--- src/rtl/assert_macros.svh ---
// assertion helper macros for the blit copy sequencer controller
// no dependencies; included by bcw_ctrl, the only file that carries assertions
`ifndef ASSERT_MACROS_SVH
`define ASSERT_MACROS_SVH

// property must hold at every clock edge outside reset
`define ASSERT_CLK(lbl, clk, rst_n, prop, msg) \
    lbl: assert property (@(posedge clk) disable iff (!rst_n) prop) else $error(msg);

// expression must never be true outside reset
`define ASSERT_NEVER(lbl, clk, rst_n, expr, msg) \
    lbl: assert property (@(posedge clk) disable iff (!rst_n) !(expr)) else $error(msg);

`endif

--- src/rtl/bcw_pkg.sv ---
// shared types and constants for the blit copy write sequencer
// no dependencies
package bcw_pkg;

    localparam int ADDR_W  = 32;
    localparam int PITCH_W = 16;
    localparam int CALC_W  = 13;
    localparam int ROWS_W  = 12;
    localparam int PADDR_W = 4;

    localparam int DEF_MAX_WIDTH  = 1024;
    localparam int DEF_MAX_HEIGHT = 1024;

    // engine register selects and values
    localparam logic [1:0] SEL_MODE  = 2'd0;
    localparam logic [1:0] SEL_ROP   = 2'd1;
    localparam logic [1:0] SEL_SHIFT = 2'd2;
    localparam logic [31:0] MODE_COPY = 32'd7;
    localparam logic [31:0] MODE_IDLE = 32'd0;
    localparam logic [31:0] ROP_COPY  = 32'd3;

    // request codes
    localparam logic REQ_START = 1'b0;
    localparam logic REQ_ROW   = 1'b1;

    // configuration register indexes
    localparam logic [1:0] CFG_SRC_BASE  = 2'd0;
    localparam logic [1:0] CFG_DST_BASE  = 2'd1;
    localparam logic [1:0] CFG_SRC_PITCH = 2'd2;
    localparam logic [1:0] CFG_DST_PITCH = 2'd3;

    typedef enum logic [2:0] {
        S_IDLE, S_REGW, S_ROW, S_REST, S_ERR
    } t_state;

    typedef enum logic [3:0] {
        RES_NONE, RES_MODE7, RES_OP, RES_SHIFT, RES_WORD,
        RES_SHIFT0, RES_MODE0, RES_OPCOPY, RES_ERR
    } t_res;

    typedef struct packed {
        logic load_start;
        logic load_row;
        logic word_adv;
        t_res res;
        logic last;
    } t_cmd;

    typedef struct packed {
        logic active;
        logic more_words;
        logic last_row;
    } t_stat;

endpackage

--- src/rtl/bcw_regs.sv ---
// configuration registers behind the apb-style port
// depends on bcw_pkg
module bcw_regs (
    input  logic                            i_clk,
    input  logic                            i_rst_n,
    input  logic                            psel,
    input  logic                            penable,
    input  logic                            pwrite,
    input  logic [bcw_pkg::PADDR_W-1:0]     paddr,
    input  logic [31:0]                     pwdata,
    output logic [31:0]                     prdata,
    output logic                            pready,
    output logic [bcw_pkg::ADDR_W-1:0]      o_src_base,
    output logic [bcw_pkg::ADDR_W-1:0]      o_dst_base,
    output logic [bcw_pkg::PITCH_W-1:0]     o_src_pitch,
    output logic [bcw_pkg::PITCH_W-1:0]     o_dst_pitch
);
    import bcw_pkg::*;

    logic [ADDR_W-1:0]  r_src_base, r_dst_base;
    logic [PITCH_W-1:0] r_src_pitch, r_dst_pitch;
    logic               wr_en;

    assign pready = 1'b1;
    assign wr_en  = psel && penable && pwrite && pready;

    // register write on the access cycle
    always_ff @(posedge i_clk) begin
        if (!i_rst_n) begin
            r_src_base  <= '0;
            r_dst_base  <= '0;
            r_src_pitch <= '0;
            r_dst_pitch <= '0;
        end else if (wr_en) begin
            case (paddr[3:2])
                CFG_SRC_BASE:  r_src_base  <= pwdata;
                CFG_DST_BASE:  r_dst_base  <= pwdata;
                CFG_SRC_PITCH: r_src_pitch <= pwdata[PITCH_W-1:0];
                CFG_DST_PITCH: r_dst_pitch <= pwdata[PITCH_W-1:0];
                default: ;
            endcase
        end
    end

    // read mux
    always_comb begin
        case (paddr[3:2])
            CFG_SRC_BASE:  prdata = r_src_base;
            CFG_DST_BASE:  prdata = r_dst_base;
            CFG_SRC_PITCH: prdata = {16'd0, r_src_pitch};
            CFG_DST_PITCH: prdata = {16'd0, r_dst_pitch};
            default:       prdata = '0;
        endcase
    end

    assign o_src_base  = r_src_base;
    assign o_dst_base  = r_dst_base;
    assign o_src_pitch = r_src_pitch;
    assign o_dst_pitch = r_dst_pitch;

endmodule

--- src/rtl/bcw_ctrl.sv ---
// sequencing state machine: picks which result goes out each cycle
// depends on bcw_pkg and assert_macros.svh
`include "assert_macros.svh"
module bcw_ctrl (
    input  logic            i_clk,
    input  logic            i_rst_n,
    input  logic            i_start,
    input  logic            i_req_type,
    input  bcw_pkg::t_stat  i_stat,
    output logic            o_busy,
    output bcw_pkg::t_cmd   o_cmd
);
    import bcw_pkg::*;

    t_state     r_state, n_state;
    logic [1:0] r_idx, n_idx;
    logic       accept;

    assign o_busy = (r_state != S_IDLE);
    assign accept = i_start && !o_busy;

    // state register
    always_ff @(posedge i_clk) begin
        if (!i_rst_n) begin
            r_state <= S_IDLE;
            r_idx   <= '0;
        end else begin
            r_state <= n_state;
            r_idx   <= n_idx;
        end
    end

    // next state and commands
    always_comb begin
        n_state = r_state;
        n_idx   = r_idx;
        o_cmd   = '{load_start: 1'b0, load_row: 1'b0, word_adv: 1'b0,
                    res: RES_NONE, last: 1'b0};
        case (r_state)
            S_IDLE: begin
                n_idx = '0;
                if (accept) begin
                    if (i_req_type == REQ_START) begin
                        o_cmd.load_start = 1'b1;
                        n_state = S_REGW;
                    end else if (i_stat.active) begin
                        o_cmd.load_row = 1'b1;
                        n_state = S_ROW;
                    end else begin
                        n_state = S_ERR;
                    end
                end
            end
            S_REGW: begin
                n_idx = r_idx + 2'd1;
                case (r_idx)
                    2'd0:    o_cmd.res = RES_MODE7;
                    2'd1:    o_cmd.res = RES_OP;
                    default: begin
                        o_cmd.res  = RES_SHIFT;
                        o_cmd.last = 1'b1;
                        n_state    = S_IDLE;
                    end
                endcase
            end
            S_ROW: begin
                o_cmd.res      = RES_WORD;
                o_cmd.word_adv = 1'b1;
                n_idx          = '0;
                if (!i_stat.more_words) begin
                    if (i_stat.last_row) begin
                        n_state = S_REST;
                    end else begin
                        o_cmd.last = 1'b1;
                        n_state    = S_IDLE;
                    end
                end
            end
            S_REST: begin
                n_idx = r_idx + 2'd1;
                case (r_idx)
                    2'd0:    o_cmd.res = RES_SHIFT0;
                    2'd1:    o_cmd.res = RES_MODE0;
                    default: begin
                        o_cmd.res  = RES_OPCOPY;
                        o_cmd.last = 1'b1;
                        n_state    = S_IDLE;
                    end
                endcase
            end
            S_ERR: begin
                o_cmd.res  = RES_ERR;
                o_cmd.last = 1'b1;
                n_state    = S_IDLE;
            end
            default: n_state = S_IDLE;
        endcase
    end

    `ASSERT_CLK(a_start_regw, i_clk, i_rst_n, (accept && i_req_type == REQ_START) |=> (r_state == S_REGW && r_idx == 2'd0), "start transfer must begin register writes")
    `ASSERT_NEVER(a_last_valid, i_clk, i_rst_n, o_cmd.last && o_cmd.res == RES_NONE, "last flag without result")
    `ASSERT_CLK(a_err_once, i_clk, i_rst_n, (r_state == S_ERR) |=> (r_state == S_IDLE), "error result must be single")

endmodule

--- src/rtl/bcw_dp.sv ---
// datapath: copy setup math, row and word address generation, result mux
// depends on bcw_pkg
module bcw_dp #(
    parameter int MAX_WIDTH  = bcw_pkg::DEF_MAX_WIDTH,
    parameter int MAX_HEIGHT = bcw_pkg::DEF_MAX_HEIGHT
) (
    input  logic                         i_clk,
    input  logic                         i_rst_n,
    input  bcw_pkg::t_cmd                i_cmd,
    output bcw_pkg::t_stat               o_stat,
    input  logic [bcw_pkg::ADDR_W-1:0]   i_src_base,
    input  logic [bcw_pkg::ADDR_W-1:0]   i_dst_base,
    input  logic [bcw_pkg::PITCH_W-1:0]  i_src_pitch,
    input  logic [bcw_pkg::PITCH_W-1:0]  i_dst_pitch,
    input  logic [9:0]                   i_src_x,
    input  logic [9:0]                   i_src_y,
    input  logic [9:0]                   i_dst_x,
    input  logic [9:0]                   i_dst_y,
    input  logic [10:0]                  i_rect_width,
    input  logic [10:0]                  i_rect_height,
    input  logic                         i_x_backward,
    input  logic                         i_y_upward,
    input  logic [3:0]                   i_rop,
    output logic                         o_valid,
    output logic                         o_kind,
    output logic [1:0]                   o_reg_select,
    output logic signed [31:0]           o_reg_value,
    output logic [31:0]                  o_src_addr,
    output logic [31:0]                  o_dst_addr,
    output logic [31:0]                  o_dst_mask,
    output logic                         o_last,
    output logic                         o_error
);
    import bcw_pkg::*;

    // command state
    logic                      r_active, r_left, r_up, r_first;
    logic [ROWS_W-1:0]         r_rows;
    logic [ADDR_W-1:0]         r_srow, r_drow, r_scol, r_dcol, r_sa, r_da;
    logic [31:0]               r_fmask, r_lmask;
    logic signed [CALC_W-1:0]  r_span, r_ps, r_xl;
    logic [3:0]                r_op;

    // start setup values
    logic signed [CALC_W-1:0]  sx, dx, w, sd, dd, al, ps, t, rw;
    logic                      left;
    logic [4:0]                ex;
    logic [5:0]                exl;
    logic [7:0]                b;
    logic [31:0]               pre, post;
    logic [10:0]               h;
    logic [ROWS_W-1:0]         row_s, row_d;
    logic [ADDR_W-1:0]         srow0, drow0, step, spitch4, dpitch4;

    always_comb begin
        sx   = CALC_W'(i_src_x);
        dx   = CALC_W'(i_dst_x);
        w    = CALC_W'(i_rect_width);
        h    = i_rect_height;
        b    = '0;
        if (i_rect_width == '0) w = CALC_W'(1);
        if (int'(i_rect_width) > MAX_WIDTH) w = CALC_W'(MAX_WIDTH);
        if (i_rect_height == '0) h = 11'd1;
        if (int'(i_rect_height) > MAX_HEIGHT) h = 11'(MAX_HEIGHT);
        left = i_x_backward && (i_src_y == i_dst_y);
        if (left) begin
            sx = sx + w;
            dx = dx + w;
            w  = -w;
        end
        sd = sx & ~CALC_W'(7);
        dd = dx & ~CALC_W'(7);
        al = dx - dd;
        ps = al - (sx - sd);
        if (!left && ps < 0) begin
            ps = ps + CALC_W'(8);
            dd = dd - CALC_W'(8);
            al = al + CALC_W'(8);
        end else if (left && ps >= 0) begin
            ps = ps - CALC_W'(8);
            dd = dd + CALC_W'(8);
            al = al - CALC_W'(8);
        end
        t   = al + w;
        rw  = ((t < 0) ? -t : t) + (left ? CALC_W'(8) : CALC_W'(0));
        ex  = rw[4:0];
        exl = 6'd32 - {1'b0, ex};
        if (!left) begin
            pre  = 32'hffff_ffff << al[3:0];
            post = (ex != 5'd0) ? (32'hffff_ffff >> (6'd32 - {1'b0, ex})) : 32'd0;
            if (ex != 5'd0 && rw < CALC_W'(32)) begin
                pre  = pre & post;
                post = '0;
            end
        end else begin
            // first word mask, right edge of a backward copy
            if (al < 0) begin
                b   = 8'hff >> 4'(-al);
                pre = 32'hffff_0000 | {16'd0, b, 8'd0};
            end else begin
                b   = 8'hff >> 4'(CALC_W'(8) - al);
                pre = 32'hffff_ff00 | {24'd0, b};
            end
            // final word mask, left edge
            if (exl < 6'd8) begin
                b    = 8'hff << exl[2:0];
                post = {b, 24'hff_ffff};
            end else if (exl < 6'd16) begin
                b    = 8'hff << exl[2:0];
                post = {8'd0, b, 16'hffff};
            end else if (exl < 6'd24) begin
                b    = 8'hff << exl[2:0];
                post = {16'd0, b, 8'hff};
            end else begin
                b    = 8'hff << 4'(exl - 6'd24);
                post = {24'd0, b};
            end
            if (rw < CALC_W'(32)) begin
                pre  = pre & post;
                post = '0;
            end
        end
    end

    // first row and row offsets
    assign row_s   = i_y_upward ? ROWS_W'(i_src_y) + ROWS_W'(h) - ROWS_W'(1)
                                : ROWS_W'(i_src_y);
    assign row_d   = i_y_upward ? ROWS_W'(i_dst_y) + ROWS_W'(h) - ROWS_W'(1)
                                : ROWS_W'(i_dst_y);
    assign srow0   = ADDR_W'({28'(row_s) * 28'(i_src_pitch), 2'b00});
    assign drow0   = ADDR_W'({28'(row_d) * 28'(i_dst_pitch), 2'b00});
    assign spitch4 = ADDR_W'({i_src_pitch, 2'b00});
    assign dpitch4 = ADDR_W'({i_dst_pitch, 2'b00});
    assign step    = r_left ? -ADDR_W'(32) : ADDR_W'(32);

    // status to the controller
    assign o_stat.active     = r_active;
    assign o_stat.more_words = (r_xl > CALC_W'(32));
    assign o_stat.last_row   = (r_rows <= ROWS_W'(1));

    // control state
    always_ff @(posedge i_clk) begin
        if (!i_rst_n) begin
            r_active <= 1'b0;
            r_rows   <= '0;
        end else if (i_cmd.load_start) begin
            r_active <= 1'b1;
            r_rows   <= ROWS_W'(h);
        end else if (i_cmd.word_adv && !o_stat.more_words) begin
            if (r_rows != '0) r_rows <= r_rows - ROWS_W'(1);
            if (o_stat.last_row) r_active <= 1'b0;
        end
    end

    // payload state
    always_ff @(posedge i_clk) begin
        if (i_cmd.load_start) begin
            r_left  <= left;
            r_up    <= i_y_upward;
            r_srow  <= srow0;
            r_drow  <= drow0;
            r_scol  <= ADDR_W'(sd);
            r_dcol  <= ADDR_W'(dd);
            r_span  <= rw;
            r_fmask <= pre;
            r_lmask <= post;
            r_ps    <= ps;
            r_op    <= i_rop;
        end
        if (i_cmd.load_row) begin
            r_sa    <= i_src_base + r_srow + r_scol;
            r_da    <= i_dst_base + r_drow + r_dcol;
            r_xl    <= r_span;
            r_first <= 1'b1;
        end
        if (i_cmd.word_adv) begin
            r_sa    <= r_sa + step;
            r_da    <= r_da + step;
            r_xl    <= r_xl - CALC_W'(32);
            r_first <= 1'b0;
            if (!o_stat.more_words) begin
                r_srow <= r_up ? r_srow - spitch4 : r_srow + spitch4;
                r_drow <= r_up ? r_drow - dpitch4 : r_drow + dpitch4;
            end
        end
    end

    // result fields
    always_comb begin
        o_valid      = (i_cmd.res != RES_NONE);
        o_kind       = 1'b0;
        o_reg_select = SEL_MODE;
        o_reg_value  = '0;
        o_src_addr   = '0;
        o_dst_addr   = '0;
        o_dst_mask   = '0;
        o_error      = 1'b0;
        o_last       = i_cmd.last;
        case (i_cmd.res)
            RES_MODE7: o_reg_value = MODE_COPY;
            RES_OP: begin
                o_reg_select = SEL_ROP;
                o_reg_value  = {28'd0, r_op};
            end
            RES_SHIFT: begin
                o_reg_select = SEL_SHIFT;
                o_reg_value  = 32'(r_ps);
            end
            RES_WORD: begin
                o_kind     = 1'b1;
                o_src_addr = r_sa;
                o_dst_addr = r_da;
                o_dst_mask = r_first ? r_fmask
                           : ((r_xl >= CALC_W'(32)) ? 32'hffff_ffff : r_lmask);
            end
            RES_SHIFT0: o_reg_select = SEL_SHIFT;
            RES_MODE0:  o_reg_value  = MODE_IDLE;
            RES_OPCOPY: begin
                o_reg_select = SEL_ROP;
                o_reg_value  = ROP_COPY;
            end
            RES_ERR:    o_error = 1'b1;
            default: ;
        endcase
    end

endmodule

--- src/rtl/blit_copy_write_sequencer_top.sv ---
// Rectangle copy write sequencer. A start transfer (req_type 0) has the
// accept cycle, then three engine register writes on consecutive cycles.
// A row transfer (req_type 1) has the accept cycle, then one result per word
// of the row (1 to 33 words), plus 3 restore writes after the last row; an
// idle row request has the accept cycle, then an error result. One result
// leaves per cycle from the sequencing state machine, so the row word loop
// sets the rate. busy is high until the last result of a request has been
// shown; results carry o_valid for exactly one cycle and cannot be held off.
// depends on bcw_pkg, bcw_regs, bcw_ctrl, bcw_dp
module blit_copy_write_sequencer_top #(
    parameter int MAX_WIDTH  = bcw_pkg::DEF_MAX_WIDTH,
    parameter int MAX_HEIGHT = bcw_pkg::DEF_MAX_HEIGHT
) (
    input  logic                         i_clk,
    input  logic                         i_rst_n,
    input  logic                         psel,
    input  logic                         penable,
    input  logic                         pwrite,
    input  logic [bcw_pkg::PADDR_W-1:0]  paddr,
    input  logic [31:0]                  pwdata,
    output logic [31:0]                  prdata,
    output logic                         pready,
    input  logic                         start,
    output logic                         busy,
    input  logic                         i_req_type,
    input  logic [9:0]                   i_src_x,
    input  logic [9:0]                   i_src_y,
    input  logic [9:0]                   i_dst_x,
    input  logic [9:0]                   i_dst_y,
    input  logic [10:0]                  i_rect_width,
    input  logic [10:0]                  i_rect_height,
    input  logic                         i_x_backward,
    input  logic                         i_y_upward,
    input  logic [3:0]                   i_rop,
    output logic                         o_valid,
    output logic                         o_kind,
    output logic [1:0]                   o_reg_select,
    output logic signed [31:0]           o_reg_value,
    output logic [31:0]                  o_src_addr,
    output logic [31:0]                  o_dst_addr,
    output logic [31:0]                  o_dst_mask,
    output logic                         o_last,
    output logic                         o_error
);
    import bcw_pkg::*;

    logic [ADDR_W-1:0]  src_base, dst_base;
    logic [PITCH_W-1:0] src_pitch, dst_pitch;
    t_cmd               cmd;
    t_stat              stat;

    // configuration registers
    bcw_regs u_regs (
        .i_clk, .i_rst_n, .psel, .penable, .pwrite, .paddr, .pwdata, .prdata, .pready,
        .o_src_base(src_base), .o_dst_base(dst_base),
        .o_src_pitch(src_pitch), .o_dst_pitch(dst_pitch)
    );

    // sequencing controller
    bcw_ctrl u_ctrl (
        .i_clk, .i_rst_n, .i_start(start), .i_req_type, .i_stat(stat),
        .o_busy(busy), .o_cmd(cmd)
    );

    // address and mask datapath
    bcw_dp #(.MAX_WIDTH(MAX_WIDTH), .MAX_HEIGHT(MAX_HEIGHT)) u_dp (
        .i_clk, .i_rst_n, .i_cmd(cmd), .o_stat(stat),
        .i_src_base(src_base), .i_dst_base(dst_base),
        .i_src_pitch(src_pitch), .i_dst_pitch(dst_pitch),
        .i_src_x, .i_src_y, .i_dst_x, .i_dst_y, .i_rect_width, .i_rect_height,
        .i_x_backward, .i_y_upward, .i_rop,
        .o_valid, .o_kind, .o_reg_select, .o_reg_value, .o_src_addr, .o_dst_addr,
        .o_dst_mask, .o_last, .o_error
    );

endmodule
--- config.mk ---
export PLATFORM = sky130hd
export DESIGN_NAME = blit_copy_write_sequencer_top
export DESIGN_NICKNAME = d
export VERILOG_FILES = /design/src/rtl/bcw_pkg.sv /design/src/rtl/bcw_regs.sv /design/src/rtl/bcw_ctrl.sv /design/src/rtl/bcw_dp.sv /design/src/rtl/blit_copy_write_sequencer_top.sv
export VERILOG_INCLUDE_DIRS = /design/src /design/src/rtl
export SDC_FILE = /design/constraint.sdc
export NUM_CORES = 2
export LEC_CHECK = 0
export ABC_AREA = 1
export BUFFER_PORTS_ARGS = -buffer_cell sky130_fd_sc_hd__buf_2
export CORE_MARGIN = 8
export CORE_UTILIZATION = 45
export DETAILED_ROUTE_END_ITERATION = 6
export HOLD_SLACK_MARGIN = 0.06
export PLACE_DENSITY = 0.66
export SYNTH_ARGS = -nofsm -noshare
export SYNTH_HDL_FRONTEND = slang
export SYNTH_SLANG_ARGS = --single-unit
--- constraint.sdc ---
create_clock -name i_clk -period 11.6 [get_ports i_clk]
set_input_delay 2.32 -clock i_clk [delete_from_list [all_inputs] [get_ports i_clk]]
set_output_delay 2.32 -clock i_clk [all_outputs]
set_load 0.005 [all_outputs]
Yosys cells after proc, flatten, opt, wreduce, memory -nomap -nowiden:

Cells that the tools add are included.

* bits of input ports: 111
* output and inout bits: 168
* word-level logic and storage cells: 223
* bits in registers: 375

* $add $sub $neg: 36
* bitwise logic cells: 3
* eq/ne operators: 19
* $mul: 2
* shifts and indexed selects: 6
* mux-type cells: 81
* reduce and logical (&&, ||, !) cells: 39
* order comparisons: 13

Operators with widths (count)
* 32-bit two-way mux: 29
* 32-bit one-hot mux with 4 select lines: 2
* 32-bit adder: 6
* 13-bit two-way mux: 13
* 11-bit two-way mux: 6
* 32-bit by 18-bit adder with 32-bit output: 2
* 32-bit bitwise AND: 2
* 32-bit by 18-bit subtractor with 32-bit output: 2
* 12-bit by 16-bit multiplier with 28-bit output: 2
* 13-bit by 5-bit adder with 13-bit output (second input constant): 3
* 13-bit by 1-bit < comparator with 1-bit output (second input constant): 3
* 13-bit subtractor: 3
* 13-bit by 5-bit subtractor with 13-bit output (second input constant): 3
* 12-bit by 1-bit subtractor with 12-bit output (second input constant): 3
* 16-bit two-way mux: 2
* 32-bit by 4-bit left shift with 32-bit output (first input constant): 1
* 32-bit by 6-bit >> shifter with 32-bit output (first input constant): 1
* 11-bit by 13-bit adder with 13-bit output: 2
* 13-bit adder: 2
* 13-bit negator: 2
* 10-bit by 11-bit adder with 12-bit output: 2
* 12-bit two-way mux: 2
* 11-bit > comparator (second input constant): 2
* 11-bit zero test: 2
* 48 further kinds: 102

Longest topological paths before layout:

* depth after elaboration: 25
* mapped depth: 56
* gate-level depth less buffers: 54

By module:

A second synthesis with hierarchy kept.

* cells, all modules: 6255
* area total of the unflattened synthesis: 44511.4 µm²

By module, submodules not included
* bcw_dp: times used 1, area an instance 39696.8 µm², sequential area each 7277.0 µm², cells an instance 5521
* bcw_regs: times used 1, area an instance 4443.0 µm², sequential area each 1921.8 µm², cells an instance 675
* bcw_ctrl: times used 1, area an instance 371.6 µm², sequential area each 100.1 µm², cells an instance 59

Worst setup path after synthesis:

No wires, ideal clock.

* path kind: in2reg
* start point: in i_rect_height[5]
* end point: reg u_dp.r_srow[29]
* buffers on the path: 2
* slack: 952 ps
* library setup time: 115 ps
* data required time: 11485 ps
* data arrival time: 10532 ps
* cell stages on the path: 50
* path through: or2_2 nor4_1 nor2_1 inv_1 clkbuf_1 nand2_1 ha_1 inv_1 ha_1 fa_1 inv_1 o31ai_1 inv_1 nor2_1 nor2_1 o21bai_1 inv_1 nor2_1 [... 14 more ...] inv_1 fa_1 inv_1 fa_1 inv_1 ha_1 a21oi_1 nor2_1 a211oi_1 nor3_1 a2111oi_0 nand3_1 nand3_1 nand2_1 o21ai_0 nand2_1 o21ai_0 inv_1

* cells in the longest elaborated chain, start to end: 10
* elaborated cells between the ends (all ways): 11
* classes of those cells: 2 x add/sub; 1 x mul; 1 x order compare; 6 x mux; 1 x reduce/logical

RTL lines
* from (decl): line blit_copy_write_sequencer_top.sv:31 `input logic [10:0] i_rect_height,`
* parallel branches: the longest is 2 deep, another holds 11-bit > comparator
* 11-bit two-way mux (*): line bcw_dp.sv:64 `if (int'(i_rect_height) > MAX_HEIGHT) h = 11'(MAX_HEIGHT);`
* 10-bit by 11-bit adder with 12-bit output (*): line bcw_dp.sv:126 `assign row_s = i_y_upward ? ROWS_W'(i_src_y) + ROWS_W'(h) - ROWS_W'(1)`
* 12-bit by 1-bit subtractor with 12-bit output (*): line bcw_dp.sv:126
* 12-bit two-way mux (*): line bcw_dp.sv:126
* 12-bit by 16-bit multiplier with 28-bit output (*): line bcw_dp.sv:130 `assign srow0 = ADDR_W'({28'(row_s) * 28'(i_src_pitch), 2'b00});`
* 32-bit two-way mux (*): line bcw_dp.sv:157 `if (i_cmd.load_start) begin`
* 32-bit two-way mux: line bcw_dp.sv:181 `if (!o_stat.more_words) begin`
* 32-bit two-way mux (*): line bcw_dp.sv:176 `if (i_cmd.word_adv) begin`
* to (signal assigned): line bcw_dp.sv:160 `r_srow <= srow0;`
* to (signal assigned): line bcw_dp.sv:182 `r_srow <= r_up ? r_srow - spitch4 : r_srow + spitch4;`
* to (decl): line bcw_dp.sv:39 `logic [ADDR_W-1:0] r_srow, r_drow, r_scol, r_dcol, r_sa, r_da;`

Every way passes the cells marked *.
A chain may end at the register's enable or synchronous reset.

Worst setup path after layout:

* start point: in i_rect_height[1]
* end point: reg u_dp.r_srow[28]

The elaborated chain is that of the path after synthesis.

==> impl_metrics.tcl <==
set metrics [dict create \
    run_status "completed" \
    ctsResizeCount 0 \
    multi_input_area_um2 29600 \
    clock_sinks 368 \
    synth-edff-count 193 \
    clk_pin_slew_worst_paths_ps 60 \
    critical_path_class "in -> reg" \
    tritoncts "yes" \
    cp.required_ps 12140 \
    via_per_inst 5.39 \
    setup_violations 0 \
    yosysSeqAreaShare_pct 21.1 \
    grt_use_met1_pct 33.7 \
    synth_area_per_cell_um2 7.23 \
    io_pins 279 \
    post_drt_wl_per_cell_um 18.5 \
    cp-end-kind "register" \
    ys_warn_count 0 \
    post-route-period-util_pct 92.5 \
    layout.cells.non_filler 7605 \
    drt_first_pass_iters 6 \
    die_area_um2 108000 \
    synth.area.top_cells "fa_1, edfxtp_1, ha_1" \
    coreArea_um2 96900 \
    relSlewSlack_pct 29.5 \
    grt_max_degree 78 \
    yosysTopAreaCellShare_pct 15.1 \
    slowest_delay_ps 540 \
    grt_pass1_wl_mm 220 \
    seqCellArea_um2 9300 \
    power.leakage_nw 24.7 \
    hp-class "reg -> reg" \
    dp.cells 7513 \
    antenna_found_initial 16 \
    cts.htree.levels 2 \
    ir_worst_vdd_mv 0.136 \
    grt.met2_usage_pct 42.8 \
    fin_util_pct 49.8 \
    dp_worst_setup_slack_ps 217 \
    grtUsageTotal_pct 25.5 \
    start_util_pct 45.4 \
    tns_ps 0 \
    fin_nets 7155 \
    routed_wl_mm 141 \
    fin_crit_ps 10730 \
    hpwl_mm 113 \
    cp_slowest_cell "fa_1" \
    postSynthCellCount 6090 \
    async_reset_ff_share_pct 0 \
    synth_area_leader_cell "fa_1" \
    power.total_mw 7.97 \
    crit_path_max_fanout 7 \
    synthesis.area_um2 44000 \
    rsz0062_at_grt "no" \
    grt_pass1_vias 39900 \
    max_freq_ghz 0.0932 \
    skew_ps 20.2 \
    route.detailed.drc 0 \
    numCtsBuffers 45 \
    top_usage_layer "met2" \
    cts_root_buf "clkbuf_16" \
    tightest_slew_ps 1060 \
    arrival_ps 11260 \
    p_per_area_nw_per_um2 165 \
    place_congestion 0.965 \
    worstSkewPairLatency_ps 610 \
    synthDistinctLibCells 70 \
    std_cell_rows 114 \
    final_max_slew_viol_count 0 \
    cts_setup_buffers 0 \
    grt_remaining_overflow 0 \
    first_iter_violations 3625 \
    fp.dieW_um 329 \
    ys_ff_latch 368 \
    cts.path.max_buffers 3 \
    holdBufCountCts 0 \
    drive_gt1_share_pct 8.91 \
    path_common_cell "nor2_1" \
    met3_usage_pct 4.12 \
    syn_to_final_growth_pct 9.62 \
    die_y_um 329 \
    synth_commonest_cells "nand2_1, inv_1, nor2_1" \
    vias 41000 \
    ant_nets 0 \
    synth_most_common_cell "nand2_1" \
    critPathLaunchType "input pin" \
    setup_ws_ps 874 \
    synth_ff_type "edfxtp_1" \
    cap_violations 0 \
    nFillCells 9709 \
    hold_viol 0 \
    portBuffers 275 \
    synth_fp_nets 6961 \
]
[cell families (layout without fill, tap and decap cells)]
| group | count (synthesis) | after routing | share of synthesized area [%] |
|---|---|---|---|
| fa+ha+maj | 760 | 760 | 27.3 |
| mux | 2 | 2 | 0.0483 |
| compound gates | 1156 | 1156 | 15.0 |
| xor+xnor | 153 | 153 | 3.06 |
| simple gates | 2336 | 2336 | 21.9 |
| buf+inv | 1314 | 1545 | 11.6 |
| flops | 368 | 368 | 21.1 |
| other cells | 1 | 9 | 0.00852 |
[final cells by class]
| class | instances | share of cell area (%) |
|---|---|---|
| multi-input cells | 4408 | 61.4 |
| flip-flops and latches | 368 | 19.3 |
| inverters | 1099 | 8.56 |
| repair buffers | 362 | 4.23 |
| well taps | 1276 | 3.31 |
| clock buffers | 62 | 2.66 |
| clock inverters | 22 | 0.506 |
| diodes | 8 | 0.0415 |
[per-layer routing]
metal / up-vias / wire length, um
met5: - / 61
met4: 10 / 4280
met3: 264 / 11100
met2: 1389 / 64700
met1: 19300 / 60500
li1: 20000 / -
[registers in the layout, summed over array words and instances (netlist names), 12 cells and up]
| signal | count |
|---|---|
| u_dp.r_lmask | 32 |
| u_regs.o_dst_pitch | 16 |
| u_dp.r_drow | 32 |
| u_dp.r_da | 32 |
| u_dp.r_fmask | 32 |
| u_regs.o_src_pitch | 16 |
| u_dp.r_xl | 13 |
| u_regs.o_src_base | 32 |
| u_dp.r_srow | 32 |
| u_dp.r_span | 13 |
| u_dp.r_sa | 32 |
| u_dp.r_rows | 12 |
| u_regs.o_dst_base | 32 |
[power breakdown]
| part | internal, mW | total, mW | switching, mW |
|---|---|---|---|
| combinational | 1.55 | 4.40 | 2.85 |
| sequential | 1.80 | 2.08 | 0.278 |
| clock | 0.866 | 1.49 | 0.626 |
[cells in the final DEF, fill, tap and decap left out, types with 28 or more instances in the layout]
cell type     n
clkbuf_16    46
xor2_1      107
nor2_1      757
ha_1        429
o21a_1       28
o31ai_1      48
buf_4        86
inv_1      1077
buf_2       275
a21oi_1     417
a31oi_1      33
o21ai_0     428
nand2_1    1175
edfxtp_1    193
or2_2        44
nor3_1       61
fa_1        331
dfxtp_1     175
nand4_1      28
nand3_1     177
xnor2_1      45
[worst paths after layout]
check | from | slack [ps] | depth (start not counted) | end
min | u_dp.r_rows[11]$_SDFFE_PP0P_ | 470 | 1 | u_dp.r_rows[11]$_SDFFE_PP0P_
min reg2reg | u_dp.r_rows[11]$_SDFFE_PP0P_ | 470 | 1 | u_dp.r_rows[11]$_SDFFE_PP0P_
max reg2reg | u_regs.o_src_pitch[5]$_SDFFE_PN0P_ | 5060 | 24 | u_dp.r_srow[28]$_DFF_P_
max | i_rect_height[1] | 870 | 52 | u_dp.r_srow[28]$_DFF_P_
[through the flow]
stage / cell area (um^2) / hold WS (ps)
finish: 48200 / 467
global route: 48200 / 500
CTS: 48200 / 468
detailed placement: 46700 / 456
global placement: 46700 / 448
floorplan: 44000 / 430
[critical path: cells and delay by family]
family / cells / cell delay, ps
fa+ha+maj: 9 / 3580
compound gates: 13 / 2280
simple gates: 17 / 1980
buf+inv: 13 / 1100
(Power assumes the default switching activity.)
